$ cat src/bse_pkg.sv
package bse_pkg;

  // Default values of the calibration parameters
  localparam int unsigned STREAK_LENGTH_DEF     = 5;
  localparam int unsigned ABSENCE_LEVEL_MV_DEF  = 100;
  localparam int unsigned ABSENCE_MARGIN_MV_DEF = 100;

  // Fixed constants of the estimator
  localparam logic [16:0] SOC_FULL         = 17'd65536;
  localparam logic [15:0] DROP_MV          = 16'd10;
  localparam logic [11:0] UNCAL_PRESENT_MV = 12'd100;
  localparam logic [12:0] MIN_THRESHOLD_MV = 13'd50;
  localparam logic [12:0] THRESHOLD_RESET  = 13'd150;
  localparam logic [15:0] CAP_ONE_Q15      = 16'h8000;
  localparam logic [13:0] SMOOTH_DIVISOR   = 14'd20;
  localparam logic [17:0] PERCENT_SCALE    = 18'd100;

  // Register reset values
  localparam logic [15:0] BSCALE_RESET    = 16'd8192;
  localparam logic [13:0] FULL_RECH_RESET = 14'd4200;
  localparam logic [13:0] FULL_PRIM_RESET = 14'd3600;
  localparam logic [13:0] EMPTY_RESET     = 14'd2000;
  localparam logic [13:0] ENTER_RESET     = 14'd3800;
  localparam logic [13:0] EXIT_RESET      = 14'd3650;
  localparam logic [17:0] SSCALE_RESET    = 18'd16384;
  localparam logic [15:0] CAP_RESET       = 16'd32768;

  localparam int unsigned CFG_IDX_W  = 3;
  localparam int unsigned CFG_DATA_W = 18;

  // Register indexes
  typedef enum logic [CFG_IDX_W-1:0] {
    REG_BATTERY_SCALE  = 3'd0,
    REG_FULL_RECH      = 3'd1,
    REG_FULL_PRIM      = 3'd2,
    REG_EMPTY          = 3'd3,
    REG_RECH_ENTER     = 3'd4,
    REG_RECH_EXIT      = 3'd5,
    REG_SOURCE_SCALE   = 3'd6,
    REG_CAPACITY       = 3'd7
  } cfg_idx_e;

  typedef struct packed {
    logic [15:0] battery_scale_q12;
    logic [13:0] full_rechargeable_mv;
    logic [13:0] full_primary_mv;
    logic [13:0] empty_mv;
    logic [13:0] rechargeable_enter_mv;
    logic [13:0] rechargeable_exit_mv;
    logic [17:0] source_scale_q12;
    logic [15:0] capacity_factor_q15;
  } cfg_t;

  // Request to the shared divider: remainder seed, left-aligned dividend bits, divisor and step count
  typedef struct packed {
    logic [13:0] rem_init;
    logic [23:0] bits;
    logic [13:0] divisor;
    logic [4:0]  count;
  } div_req_t;

  typedef struct packed {
    logic [6:0]  battery_percent;
    logic        cell_present;
    logic [15:0] battery_mv;
    logic [15:0] source_mv;
    logic [16:0] smoothed_soc_q16;
    logic        absence_done;
  } result_t;

endpackage

$ cat src/bse_div.sv
module bse_div (
  input  logic               clk_i,
  input  logic               rst_ni,
  input  logic               start_i,
  input  bse_pkg::div_req_t  req_i,
  output logic               done_o,
  output logic [23:0]        quot_o
);
  import bse_pkg::*;

  logic        busy_q, busy_d;
  logic        done_q, done_d;
  logic [4:0]  cnt_q, cnt_d;
  logic [13:0] rem_q, rem_d;
  logic [23:0] bits_q, bits_d;
  logic [23:0] quot_q, quot_d;
  logic [13:0] dvs_q, dvs_d;
  logic [14:0] trial;
  logic [14:0] diff;

  // One restoring step: shift in the next dividend bit, subtract if it fits; a start loads a new request
  always_comb begin
    trial  = {rem_q, bits_q[23]};
    diff   = trial - {1'b0, dvs_q};
    busy_d = busy_q;
    done_d = 1'b0;
    cnt_d  = cnt_q;
    rem_d  = rem_q;
    bits_d = bits_q;
    quot_d = quot_q;
    dvs_d  = dvs_q;
    if (start_i) begin
      busy_d = 1'b1;
      cnt_d  = req_i.count;
      rem_d  = req_i.rem_init;
      bits_d = req_i.bits;
      quot_d = '0;
      dvs_d  = req_i.divisor;
    end else if (busy_q) begin
      bits_d = {bits_q[22:0], 1'b0};
      if (trial >= {1'b0, dvs_q}) begin
        rem_d  = diff[13:0];
        quot_d = {quot_q[22:0], 1'b1};
      end else begin
        rem_d  = trial[13:0];
        quot_d = {quot_q[22:0], 1'b0};
      end
      cnt_d = cnt_q - 5'd1;
      if (cnt_q == 5'd1) begin
        busy_d = 1'b0;
        done_d = 1'b1;
      end
    end
  end

  always_ff @(posedge clk_i or negedge rst_ni) begin
    if (!rst_ni) begin
      busy_q <= 1'b0;
      done_q <= 1'b0;
      cnt_q  <= '0;
    end else begin
      busy_q <= busy_d;
      done_q <= done_d;
      cnt_q  <= cnt_d;
    end
  end

  always_ff @(posedge clk_i) begin
    rem_q  <= rem_d;
    bits_q <= bits_d;
    quot_q <= quot_d;
    dvs_q  <= dvs_d;
  end

  assign done_o = done_q;
  assign quot_o = quot_q;

endmodule

$ cat src/bse_seq.sv
module bse_seq #(
  parameter int unsigned STREAK_LENGTH     = bse_pkg::STREAK_LENGTH_DEF,
  parameter int unsigned ABSENCE_LEVEL_MV  = bse_pkg::ABSENCE_LEVEL_MV_DEF,
  parameter int unsigned ABSENCE_MARGIN_MV = bse_pkg::ABSENCE_MARGIN_MV_DEF
) (
  input  logic               clk_i,
  input  logic               rst_ni,
  input  bse_pkg::cfg_t      cfg_i,
  input  logic               start_i,
  input  logic [11:0]        battery_adc_mv_i,
  input  logic [11:0]        calibration_adc_mv_i,
  input  logic [11:0]        source_adc_mv_i,
  output logic               idle_o,
  output logic               res_valid_o,
  input  logic               res_ready_i,
  output bse_pkg::result_t   res_o
);
  import bse_pkg::*;

  localparam logic [7:0]  STREAK_LEN = 8'(STREAK_LENGTH);
  localparam logic [17:0] STREAK_M1  = 18'(STREAK_LENGTH - 1);
  localparam logic [23:0] LEVEL_Q12  = 24'(ABSENCE_LEVEL_MV) << 12;
  localparam logic [12:0] MARGIN     = 13'(ABSENCE_MARGIN_MV);

  typedef enum logic [3:0] {
    S_IDLE, S_VBAT, S_VSRC, S_CLASS, S_DIVSOC, S_SMOOTH, S_DIVSM,
    S_ADJ, S_PCT, S_ACC, S_DIVAB, S_FIN
  } state_e;

  state_e      state_q;
  logic [11:0] bat_q, cal_q, src_q;
  logic [15:0] vbat_q, vsrc_q;
  logic [16:0] raw_q;
  logic [16:0] smoothed_q;
  logic        soc_loaded_q, prev_loaded_q;
  logic [15:0] prev_q;
  logic        mode_q;
  logic [16:0] adj_q;
  logic [6:0]  pct_q;
  logic [23:0] avg_q;
  logic [7:0]  streak_q;
  logic        calib_q;
  logic [12:0] thr_q;

  // Shared multiplier operands and product
  logic [23:0] mul_a;
  logic [17:0] mul_b;
  logic [41:0] prod;
  logic [30:0] rnd_sum;
  logic [15:0] scaled_sat;
  logic [23:0] pct_sum;
  logic [32:0] acc;

  // Classification compares
  logic [15:0] full_rech, full_prim, empty, enter, exitv, full_sel;
  logic        mode_n;
  logic [15:0] cap_clip;

  // Smoothing terms
  logic [16:0] old_soc;
  logic [15:0] prev_v;
  logic [15:0] drop_mv;
  logic        drop;
  logic        rise;
  logic [16:0] rise_diff;

  // Absence update terms
  logic [7:0]  streak_n;
  logic [12:0] thr_n;

  logic        div_start;
  div_req_t    div_req;
  logic        div_done;
  logic [23:0] div_quot;

  bse_div u_div (
    .clk_i   (clk_i),
    .rst_ni  (rst_ni),
    .start_i (div_start),
    .req_i   (div_req),
    .done_o  (div_done),
    .quot_o  (div_quot)
  );

  // Select multiplier operands by step
  always_comb begin
    cap_clip = (cfg_i.capacity_factor_q15 > CAP_ONE_Q15) ? CAP_ONE_Q15
                                                          : cfg_i.capacity_factor_q15;
    mul_a = '0;
    mul_b = '0;
    case (state_q)
      S_VBAT: begin
        mul_a = {12'd0, bat_q};
        mul_b = {2'd0, cfg_i.battery_scale_q12};
      end
      S_VSRC: begin
        mul_a = {12'd0, src_q};
        mul_b = cfg_i.source_scale_q12;
      end
      S_ADJ: begin
        mul_a = {7'd0, smoothed_q};
        mul_b = {2'd0, cap_clip};
      end
      S_PCT: begin
        mul_a = {7'd0, adj_q};
        mul_b = PERCENT_SCALE;
      end
      S_ACC: begin
        mul_a = avg_q;
        mul_b = STREAK_M1;
      end
      default: ;
    endcase
    prod       = 42'(mul_a) * 42'(mul_b);
    rnd_sum    = {1'b0, prod[29:0]} + 31'd2048;
    scaled_sat = (|rnd_sum[30:28]) ? 16'hFFFF : rnd_sum[27:12];
    pct_sum    = {1'b0, prod[22:0]} + 24'd32768;
    acc        = {1'b0, prod[31:0]} + {9'd0, cal_q, 12'd0};
  end

  // Voltage to charge classification and hysteresis
  always_comb begin
    full_rech = {2'd0, cfg_i.full_rechargeable_mv};
    full_prim = {2'd0, cfg_i.full_primary_mv};
    empty     = {2'd0, cfg_i.empty_mv};
    enter     = {2'd0, cfg_i.rechargeable_enter_mv};
    exitv     = {2'd0, cfg_i.rechargeable_exit_mv};
    if (vbat_q >= enter) begin
      mode_n = 1'b1;
    end else if (vbat_q <= exitv) begin
      mode_n = 1'b0;
    end else begin
      mode_n = mode_q;
    end
    full_sel = mode_n ? full_rech : full_prim;
  end

  // Smoothing decision and absence streak
  always_comb begin
    old_soc   = soc_loaded_q ? smoothed_q : raw_q;
    prev_v    = prev_loaded_q ? prev_q : vbat_q;
    drop_mv   = prev_v - vbat_q;
    drop      = (prev_v > vbat_q) && (drop_mv > DROP_MV);
    rise      = raw_q > old_soc;
    rise_diff = raw_q - old_soc;
    if (div_quot < LEVEL_Q12) begin
      streak_n = (streak_q == 8'hFF) ? streak_q : streak_q + 8'd1;
    end else begin
      streak_n = '0;
    end
    thr_n = {1'b0, div_quot[23:12]} + MARGIN;
    if (thr_n < MIN_THRESHOLD_MV) begin
      thr_n = MIN_THRESHOLD_MV;
    end
  end

  // Divider requests
  always_comb begin
    div_start = 1'b0;
    div_req   = '0;
    case (state_q)
      S_CLASS: begin
        div_req.rem_init = vbat_q[13:0] - cfg_i.empty_mv;
        div_req.bits     = '0;
        div_req.divisor  = full_sel[13:0] - cfg_i.empty_mv;
        div_req.count    = 5'd16;
        div_start        = (vbat_q < full_rech) && (vbat_q > empty) && (vbat_q < full_sel);
      end
      S_SMOOTH: begin
        div_req.rem_init = '0;
        div_req.bits     = {rise_diff, 7'd0};
        div_req.divisor  = SMOOTH_DIVISOR;
        div_req.count    = 5'd17;
        div_start        = !drop && rise;
      end
      S_ACC: begin
        div_req.rem_init = {5'd0, acc[32:24]};
        div_req.bits     = acc[23:0];
        div_req.divisor  = {6'd0, STREAK_LEN};
        div_req.count    = 5'd24;
        div_start        = 1'b1;
      end
      default: ;
    endcase
  end

  // Sequencer and state
  always_ff @(posedge clk_i or negedge rst_ni) begin
    if (!rst_ni) begin
      state_q       <= S_IDLE;
      smoothed_q    <= '0;
      soc_loaded_q  <= 1'b0;
      prev_q        <= '0;
      prev_loaded_q <= 1'b0;
      mode_q        <= 1'b0;
      avg_q         <= '0;
      streak_q      <= '0;
      calib_q       <= 1'b0;
      thr_q         <= THRESHOLD_RESET;
    end else begin
      unique case (state_q)
        S_IDLE: begin
          if (start_i) begin
            state_q <= S_VBAT;
          end
        end
        S_VBAT: begin
          state_q <= S_VSRC;
        end
        S_VSRC: begin
          state_q <= S_CLASS;
        end
        S_CLASS: begin
          if (vbat_q >= full_rech || vbat_q <= empty) begin
            state_q <= S_SMOOTH;
          end else begin
            mode_q <= mode_n;
            state_q <= div_start ? S_DIVSOC : S_SMOOTH;
          end
        end
        S_DIVSOC: begin
          if (div_done) begin
            state_q <= S_SMOOTH;
          end
        end
        S_SMOOTH: begin
          soc_loaded_q  <= 1'b1;
          prev_loaded_q <= 1'b1;
          prev_q        <= vbat_q;
          if (div_start) begin
            smoothed_q <= old_soc;
            state_q    <= S_DIVSM;
          end else begin
            smoothed_q <= raw_q;
            state_q    <= S_ADJ;
          end
        end
        S_DIVSM: begin
          if (div_done) begin
            smoothed_q <= smoothed_q + div_quot[16:0];
            state_q    <= S_ADJ;
          end
        end
        S_ADJ: begin
          state_q <= S_PCT;
        end
        S_PCT: begin
          state_q <= calib_q ? S_FIN : S_ACC;
        end
        S_ACC: begin
          state_q <= S_DIVAB;
        end
        S_DIVAB: begin
          if (div_done) begin
            avg_q    <= div_quot;
            streak_q <= streak_n;
            if (streak_n >= STREAK_LEN) begin
              thr_q   <= thr_n;
              calib_q <= 1'b1;
            end
            state_q <= S_FIN;
          end
        end
        S_FIN: begin
          if (res_ready_i) begin
            state_q <= S_IDLE;
          end
        end
        default: state_q <= S_IDLE;
      endcase
    end
  end

  // Datapath registers of the item in flight
  always_ff @(posedge clk_i) begin
    if (state_q == S_IDLE && start_i) begin
      bat_q <= battery_adc_mv_i;
      cal_q <= calibration_adc_mv_i;
      src_q <= source_adc_mv_i;
    end
    if (state_q == S_VBAT) begin
      vbat_q <= scaled_sat;
    end
    if (state_q == S_VSRC) begin
      vsrc_q <= scaled_sat;
    end
    if (state_q == S_CLASS) begin
      if (vbat_q >= full_rech) begin
        raw_q <= SOC_FULL;
      end else if (vbat_q <= empty) begin
        raw_q <= '0;
      end else begin
        raw_q <= SOC_FULL;
      end
    end
    if (state_q == S_DIVSOC && div_done) begin
      raw_q <= {1'b0, div_quot[15:0]};
    end
    if (state_q == S_ADJ) begin
      adj_q <= prod[31:15];
    end
    if (state_q == S_PCT) begin
      pct_q <= pct_sum[22:16];
    end
  end

  // Build the result word
  logic present;
  always_comb begin
    present = calib_q ? ({1'b0, bat_q} > thr_q) : (bat_q > UNCAL_PRESENT_MV);
    res_o.battery_percent  = present ? pct_q : '0;
    res_o.cell_present     = present;
    res_o.battery_mv       = vbat_q;
    res_o.source_mv        = vsrc_q;
    res_o.smoothed_soc_q16 = present ? smoothed_q : '0;
    res_o.absence_done     = calib_q;
  end

  assign idle_o      = (state_q == S_IDLE);
  assign res_valid_o = (state_q == S_FIN);

endmodule

$ cat src/battery_soc_estimator_top.sv
// Battery state-of-charge estimator.
// Input stream: one word per set of ADC readings (battery node, calibration
// node, power source node, millivolts). Output stream: one word per input word
// with percent, presence, scaled voltages, smoothed Q16 charge and calibration
// status. A separate write channel loads the eight setup registers; it is
// always ready. The user must write it only while the block is idle; the block
// itself does not enforce this. A word runs through the sequencer steps plus
// one divider pass for each division it needs: the voltage-to-charge ratio
// (16 steps), rising smoothing (17 steps) and the absence average while
// uncalibrated (24 steps). One bit-serial divider and one multiplier are shared
// by the steps under the sequencer, and the block takes one word at a time:
// s_axis_tready is high only while it is idle, so a new word is taken only after
// the last one has left the sequencer. The result sits in an output register, so
// the next word is accepted while a result waits; if the receiver stalls longer,
// the sequencer holds its finished result until the output register frees.
// Reset clears the sequencer, the smoothing and calibration state and loads the
// register defaults; the output register comes up empty.
module battery_soc_estimator_top #(
  parameter int unsigned STREAK_LENGTH     = bse_pkg::STREAK_LENGTH_DEF,
  parameter int unsigned ABSENCE_LEVEL_MV  = bse_pkg::ABSENCE_LEVEL_MV_DEF,
  parameter int unsigned ABSENCE_MARGIN_MV = bse_pkg::ABSENCE_MARGIN_MV_DEF
) (
  input  logic                            clk_i,
  input  logic                            rst_ni,
  // Configuration write channel
  input  logic                            cfg_valid_i,
  output logic                            cfg_ready_o,
  input  logic [bse_pkg::CFG_IDX_W-1:0]   cfg_index_i,
  input  logic [bse_pkg::CFG_DATA_W-1:0]  cfg_data_i,
  // Input stream
  input  logic                            s_axis_tvalid,
  output logic                            s_axis_tready,
  // [11:0] battery_adc_mv, [23:12] calibration_adc_mv, [35:24] source_adc_mv
  input  logic [39:0]                     s_axis_tdata,
  // Output stream
  output logic                            m_axis_tvalid,
  input  logic                            m_axis_tready,
  // [6:0] battery_percent, [22:7] battery_mv, [38:23] source_mv,
  // [55:39] smoothed_soc_q16
  output logic [55:0]                     m_axis_tdata,
  // [0] cell_present, [1] absence_done
  output logic [1:0]                      m_axis_tuser
);
  import bse_pkg::*;

  cfg_t    cfg_q;
  logic    idle;
  logic    res_valid;
  logic    res_ready;
  result_t res;
  logic    out_valid_q;
  result_t out_q;

  // Register writes
  always_ff @(posedge clk_i or negedge rst_ni) begin
    if (!rst_ni) begin
      cfg_q.battery_scale_q12     <= BSCALE_RESET;
      cfg_q.full_rechargeable_mv  <= FULL_RECH_RESET;
      cfg_q.full_primary_mv       <= FULL_PRIM_RESET;
      cfg_q.empty_mv              <= EMPTY_RESET;
      cfg_q.rechargeable_enter_mv <= ENTER_RESET;
      cfg_q.rechargeable_exit_mv  <= EXIT_RESET;
      cfg_q.source_scale_q12      <= SSCALE_RESET;
      cfg_q.capacity_factor_q15   <= CAP_RESET;
    end else if (cfg_valid_i) begin
      unique case (cfg_idx_e'(cfg_index_i))
        REG_BATTERY_SCALE: cfg_q.battery_scale_q12     <= cfg_data_i[15:0];
        REG_FULL_RECH:     cfg_q.full_rechargeable_mv  <= cfg_data_i[13:0];
        REG_FULL_PRIM:     cfg_q.full_primary_mv       <= cfg_data_i[13:0];
        REG_EMPTY:         cfg_q.empty_mv              <= cfg_data_i[13:0];
        REG_RECH_ENTER:    cfg_q.rechargeable_enter_mv <= cfg_data_i[13:0];
        REG_RECH_EXIT:     cfg_q.rechargeable_exit_mv  <= cfg_data_i[13:0];
        REG_SOURCE_SCALE:  cfg_q.source_scale_q12      <= cfg_data_i[17:0];
        REG_CAPACITY:      cfg_q.capacity_factor_q15   <= cfg_data_i[15:0];
        default: ;
      endcase
    end
  end

  assign cfg_ready_o   = 1'b1;
  assign s_axis_tready = idle;

  bse_seq #(
    .STREAK_LENGTH     (STREAK_LENGTH),
    .ABSENCE_LEVEL_MV  (ABSENCE_LEVEL_MV),
    .ABSENCE_MARGIN_MV (ABSENCE_MARGIN_MV)
  ) u_seq (
    .clk_i                (clk_i),
    .rst_ni               (rst_ni),
    .cfg_i                (cfg_q),
    .start_i              (s_axis_tvalid),
    .battery_adc_mv_i     (s_axis_tdata[11:0]),
    .calibration_adc_mv_i (s_axis_tdata[23:12]),
    .source_adc_mv_i      (s_axis_tdata[35:24]),
    .idle_o               (idle),
    .res_valid_o          (res_valid),
    .res_ready_i          (res_ready),
    .res_o                (res)
  );

  // Output register: load a finished word when the slot is free or draining
  assign res_ready = !out_valid_q || m_axis_tready;

  always_ff @(posedge clk_i or negedge rst_ni) begin
    if (!rst_ni) begin
      out_valid_q <= 1'b0;
    end else if (res_ready) begin
      out_valid_q <= res_valid;
    end
  end

  always_ff @(posedge clk_i) begin
    if (res_ready && res_valid) begin
      out_q <= res;
    end
  end

  assign m_axis_tvalid = out_valid_q;
  assign m_axis_tdata  = {out_q.smoothed_soc_q16, out_q.source_mv, out_q.battery_mv,
                          out_q.battery_percent};
  assign m_axis_tuser  = {out_q.absence_done, out_q.cell_present};

endmodule

$ cat config.mk
export PLATFORM = sky130hd
export DESIGN_NAME = battery_soc_estimator_top
export DESIGN_NICKNAME = d
export VERILOG_FILES = /design/src/bse_pkg.sv /design/src/bse_div.sv /design/src/bse_seq.sv /design/src/battery_soc_estimator_top.sv
export SDC_FILE = /design/constraint.sdc
export NUM_CORES = 2
export LEC_CHECK = 0
export BUFFER_PORTS_ARGS = -buffer_cell sky130_fd_sc_hd__buf_2
export CAP_MARGIN = 20
export CORE_ASPECT_RATIO = 2
export CORE_MARGIN = 3
export CORE_UTILIZATION = 30
export CTS_BUF_LIST = sky130_fd_sc_hd__clkbuf_4 sky130_fd_sc_hd__clkbuf_8
export CTS_CLUSTER_DIAMETER = 150
export DETAILED_ROUTE_END_ITERATION = 8
export GPL_ROUTABILITY_DRIVEN = 0
export GPL_TIMING_DRIVEN = 0
export PLACE_DENSITY = 0.52
export RECOVER_POWER = 25
export SLEW_MARGIN = 40
export SYNTH_ARGS = -nofsm -noshare
export SYNTH_HDL_FRONTEND = slang
export SYNTH_SLANG_ARGS = --single-unit
$ cat constraint.sdc
create_clock -name clk_i -period 10.2 [get_ports clk_i]
set_clock_uncertainty 0.05 [all_clocks]
set_input_delay 1.53 -clock clk_i [delete_from_list [all_inputs] [get_ports clk_i]]
set_output_delay 1.53 -clock clk_i [all_outputs]
set_load 0.005 [all_outputs]
[After elaboration in Yosys (flattened, before gate mapping)]
Cells that the tools add are included.
Operators by class
  divide/modulo/power cells: 0
  muxes and demuxes: 46
  multiply operators: 1
  reductions and logical operators: 30
  equal/unequal tests: 25
  $add $sub $neg: 12
  order comparisons: 17
  bitwise operators: 1
  shifts and indexed selects: 0
Operators with widths (number)
  $pmux 57 s3: 1
  $pmux 24 s5: 1
  $pmux 18 s5: 1
  $mux 17: 5
  $mux 16: 5
  $mux 14: 4
  $mux 24: 2
  $pmux 4 s12: 1
  $sub 14x14->14: 3
  $pmux 17 s2: 1
  $add 32x24->33: 1
  $ge 16x14->1: 2
  $le 16x14->1: 2
  $mul 24x18->32: 1
  $add 30x12->31 const B: 1
  $lt 24x19->1 const B: 1
  $mux 4: 6
  $add 23x16->23 const B: 1
  $reduce_and 2->1: 11
  $add 17x17->17: 1
  $gt 17x17->1: 1
  $sub 17x17->17: 1
  $eq 4x3->1 const B: 4
  $eq 4x4->1 const B: 4
  other kinds (40): 71
Storage, ports and cells
  output and inout port bits: 61
  memories kept: 0
  bits in writable memories: 0
  input bits: 66
  flip-flop bits (word level): 456
  memory bits (read-only): 0
  logic and storage cells: 172
  latch bits: 0

[Depth between registers and ports, before layout]
  word-level depth: 10
  mapped depth: 39
  depth with buffers taken out: 35

[Modules after synthesis]
Synthesis repeated with hierarchy kept, for this count alone.
Second synthesis, totals
  cell total of the unflattened synthesis: 3771
  area total of the unflattened synthesis: 37387.1 um^2
By module, submodules not included
  bse_seq: cells each 3087, times used 1, area each 26817.0 um^2, sequential area each 5395.2 um^2
  battery_soc_estimator_top: cells each 327, times used 1, area each 6388.6 um^2, sequential area each 4805.9 um^2
  bse_div: cells each 357, times used 1, area each 4181.5 um^2, sequential area each 2217.1 um^2

[Worst setup path before layout]
Ideal clock, no wire load.
  kind: register to register
  start point: register u_seq.state_q[3]
  end point: register u_seq.u_div.rem_q[7], data pin
  period minus slack after synthesis: 9859 ps
  required time: 9876 ps
  arrival: 9535 ps
  library setup time: 274 ps
  slack: 341 ps
  cell stages (with the launch flop): 38
  buffers on the path: 5
  cell sequence: dfrtp_1 > clkbuf_1 > nor3_1 > clkbuf_1 > a22oi_1 > nand2_1 > clkbuf_1 > nand2_1 > fa_1 > inv_1 > fa_1 > inv_1 > fa_1 > inv_1 > fa_1 > fa_1 > inv_1 > fa_1 > (+2 left out) > buf_2 > a21o_1 > a31o_1 > a21oi_4 > o211ai_2 > nand4_1 > or3b_1 > buf_4 > ha_1 > nand4_1 > or3_1 > a31oi_1 > nor2_1 > nor2_1 > nand4_1 > or4b_1 > xor2_1 > o221ai_1
Between the ends
  cells in the longest elaborated chain, start to end: 6
Ends and longest elaborated chain
  start, declared: RTL line bse_seq.sv:30  | state_e state_q;
  start signal, assigned: RTL line bse_seq.sv:218  | state_q <= div_start ? S_DIVSOC : S_SMOOTH;
  start signal, assigned: RTL line bse_seq.sv:248  | state_q <= calib_q ? S_FIN : S_ACC;
  $eq 4x4->1 (tied with other cells): RTL line bse_seq.sv:91  | case (state_q)
  $pmux 24 s5 or $pmux 18 s5 (tied branches): RTL line bse_seq.sv:91
  $mul 24x18->32 (*): RTL line bse_seq.sv:114  | prod = 42'(mul_a) * 42'(mul_b);
  via u_seq.prod[21]: RTL line bse_seq.sv:48  | logic [41:0] prod;
  $add 32x24->33 (*): RTL line bse_seq.sv:118  | acc = {1'b0, prod[31:0]} + {9'd0, cal_q, 12'd0};
  $pmux 57 s3 (*): RTL line bse_seq.sv:161  | case (state_q)
  $mux 14 (*): RTL line bse_div.sv:32  | if (start_i) begin
  via u_seq.u_div.rem_d[7]: RTL line bse_div.sv:14  | logic [13:0] rem_q, rem_d;
  end signal, assigned: RTL line bse_div.sv:69  | rem_q <= rem_d;
  end, declared: RTL line bse_div.sv:14
The timed path passes the listed nets; every way through them passes the cells marked *.
A chain may end at the register's enable or synchronous reset.

[Worst setup path in the final report]
  start point: register u_seq.state_q[2]
  end point: register u_seq.u_div.rem_q[7], data pin
The elaborated chain is that of the path after synthesis.

==> results_dict.tcl <==
set metrics [dict create \
    grt_use_total 0.226 \
    pre_cts_ws_ns -1.92 \
    die-area_sq_mm 0.128 \
    die_h_microns 503 \
    fin_crit_sh 0.978 \
    ys_types 101 \
    final.setup.tns_ns 0 \
    core_sq_mm 0.122 \
    clock_sinks 456 \
    numPortBuffers 119 \
    worstPathArrival_ns 10.40 \
    synth_ff_type "edfxtp_1" \
    synth_top_area_cell "edfxtp_1" \
    drtAntennaViolNets 0 \
    clockBufferDepth 3 \
    drc_errors 0 \
    die_w_microns 255 \
    drive_gt1_frac 0.155 \
    clock-root-buffer "clkbuf_8" \
    grt_max_degree 61 \
    timing.fmax_mhz 100 \
    start_util 0.303 \
    cpMaxStageDelayCell "o311ai_4" \
    violations "capacitance limit, slew limit" \
    syn_inst 3829 \
    worstHoldPathType "reg2reg" \
    max_stage_delay_ns 0.67 \
    yosys_warnings 0 \
    startpoint_type "register" \
    gr-total-overflow 0 \
    dr_total_vias 29847 \
    htreeDepth 3 \
    maxSlewHeadroom -1.55 \
    finalCoreUtilization 0.352 \
    finalNetCount 4812 \
    worst_path_most_repeated_cell "fa_1" \
    ios 127 \
    numCtsBuffers 77 \
    async_flop_share 0.467 \
    synth.avg_cell_area_sq_um 9.69 \
    yosysSeqAreaShare 0.335 \
    status "finished, violations left" \
    rows 181 \
    avgViaCountPerCell 5.15 \
    path_class "reg2reg" \
    dp.cells 5604 \
    synth.area.top_cells "edfxtp_1, fa_1, dfrtp_1, ha_1, inv_1" \
    setup_ws_ns 0.221 \
    insertion_delay_ns 0.77 \
    finalHoldViolCount 0 \
    dr.pass1.iters 6 \
    grt_pass1_wl_microns 207000 \
    drt_iter0_markers 1676 \
    dp_hpwl_microns 115000 \
    first_global_vias 31584 \
    finalCriticalPeriod_ns 9.98 \
    finalMaxSlewViolations 168 \
    path_clk_slew_ns 0.07 \
    ys_seq_elements 456 \
    critPathMaxFanout 10 \
    cts_tree "built" \
    synth_edf_count 218 \
    layout.cells.non_filler 5799 \
    area_growth_pct 16.0 \
    maxCapViolCount 3 \
    antenna_found_initial 4 \
    routed_wirelength_microns 143000 \
    setup_viol 0 \
    netlist_area_sq_mm 0.0371 \
    tightest_slew_ns 3.83 \
    wl_per_cell_microns 24.7 \
    synth_top_area_frac 0.176 \
    cp-end-kind "register" \
    critical_path_required_ns 10.62 \
]
==> metal layers <==
layer / global-route usage / vias to the layer above / routed length, microns
met5: 0 / - / 0
met1: 0.200 / 14969 / 43500
met3: 0.0357 / 476 / 6280
met2: 0.425 / 885 / 76300
li1: - / 13517 / -
met4: 0.214 / 0 / 16900
==> layout by cell type, fill, tap and decap left out, drive strengths merged, types with 28 or more instances in the layout <==
cell type,instances
nand3b,29
dfstp,33
nand2,430
a21oi,117
mux2,96
nand3,73
fa,316
nand4,48
buf,231
clkbuf,214
and2,44
inv,560
a21o,49
nor2,331
conb,77
xor2,40
xnor2,91
a22oi,41
o21a,28
nor2b,35
nand2b,33
dfrtp,180
nor3,51
o21ai,204
ha,252
mux2i,63
edfxtp,218
==> synth_stat cells (all sizes together) (6+ instances only) <==
cell,n
mux2,96
dfxtp,25
a221oi,8
a221o,13
nor3,51
a211oi,20
a31o,7
a22o,6
ha,252
nor2,331
o311ai,6
a21oi,117
o21ai,204
clkbuf,124
a21o,49
nor2b,35
a2111oi,11
or4,7
edfxtp,218
nand3b,29
xor2,40
xnor2,91
a21boi,9
dfrtp,180
o31ai,15
or3,12
inv,558
or2,12
nand4,48
o21bai,13
and2,44
nor4,18
a22oi,41
buf,21
nand2,430
o211ai,13
and4,19
dfstp,33
o21a,28
and3,18
nand2b,33
fa,316
a31oi,25
mux2i,63
nand3,73
==> kinds of logic after synthesis <==
logic type,count (synthesis),share of synthesized area
AOI/OAI and AO/OA,636,0.112
xor gates and xnor gates,131,0.0318
adders and majority gates,568,0.255
buffers and inverters,703,0.0718
DFF,456,0.335
muxes,159,0.0461
other,2,0.000202
and+or+nand+nor,1174,0.148
==> final cells by class <==
class / count / area, sq um
fillers: 12643 / 79200
multi-input cells: 2745 / 22800
flip-flops and latches: 456 / 12400
inverters: 558 / 2100
well taps: 1555 / 1950
repair buffers: 208 / 1350
clock buffers: 105 / 1350
plain buffers: 132 / 708
clock inverters: 38 / 355
diodes: 2 / 5.00
==> per-stage QoR <==
stage | cell area [sq um] | hold WS [ns]
after detailed placement | 40400 | 0.355
after CTS | 42800 | 0.370
after floorplan | 37400 | 0.350
final | 43100 | 0.367
after global routing | 43100 | 0.372
after global placement | 39900 | 0.353
==> final timing paths <==
check | startpoint | end | slack [ns] | depth (start not counted)
worst max-delay path | u_seq.state_q[2] | u_seq.u_div.rem_q[7] | 0.22 | 34
worst min-delay path | u_seq.vsrc_q[13] | m_axis_tdata[36] | 0.37 | 0
worst max register to register | u_seq.state_q[2] | u_seq.u_div.rem_q[7] | 0.22 | 34
worst min register to register | u_seq.vsrc_q[13] | m_axis_tdata[36] | 0.37 | 0
max in group asynchronous | rst_ni | u_seq.state_q[1] | 3.57 | 2
min in group asynchronous | rst_ni | cfg_q[26] | 1.59 | 1
==> critical path, delay by kind of cell (launching register included) <==
family	cells	cell delay [ns]
flops	1	0.43
xor+xnor	1	0.19
simple gates	9	1.88
buf+inv	7	1.07
fa+ha+maj	8	3.92
compound gates	9	2.12
==> flip-flops by register name, indices dropped and copies added (netlist names), 5 cells and up <==
register            flops
u_seq.thr_q            13
u_seq.pct_q             7
u_seq.raw_q            17
m_axis_tdata           56
u_seq.prev_q           16
u_seq.u_div.rem_q      14
u_seq.vbat_q           16
u_seq.avg_q            24
u_seq.cal_q            12
u_seq.u_div.quot_o     24
u_seq.streak_q          8
u_seq.bat_q            12
cfg_q                 120
u_seq.smoothed_q       17
u_seq.vsrc_q           16
u_seq.src_q            12
u_seq.u_div.dvs_q      14
u_seq.adj_q            17
u_seq.u_div.cnt_q       5
u_seq.u_div.bits_q     24
==> timing repair <==
item,CTS,global route
endpoints found under the setup margin,53,43
pin swaps,24,19
cloned,0,1
hold buffers,0,0
buffers inserted,40,22
gates resized for setup,103,63
Power is not shown: default switching activity piles up to over one toggle a cycle in this logic, so the estimate is an artifact.
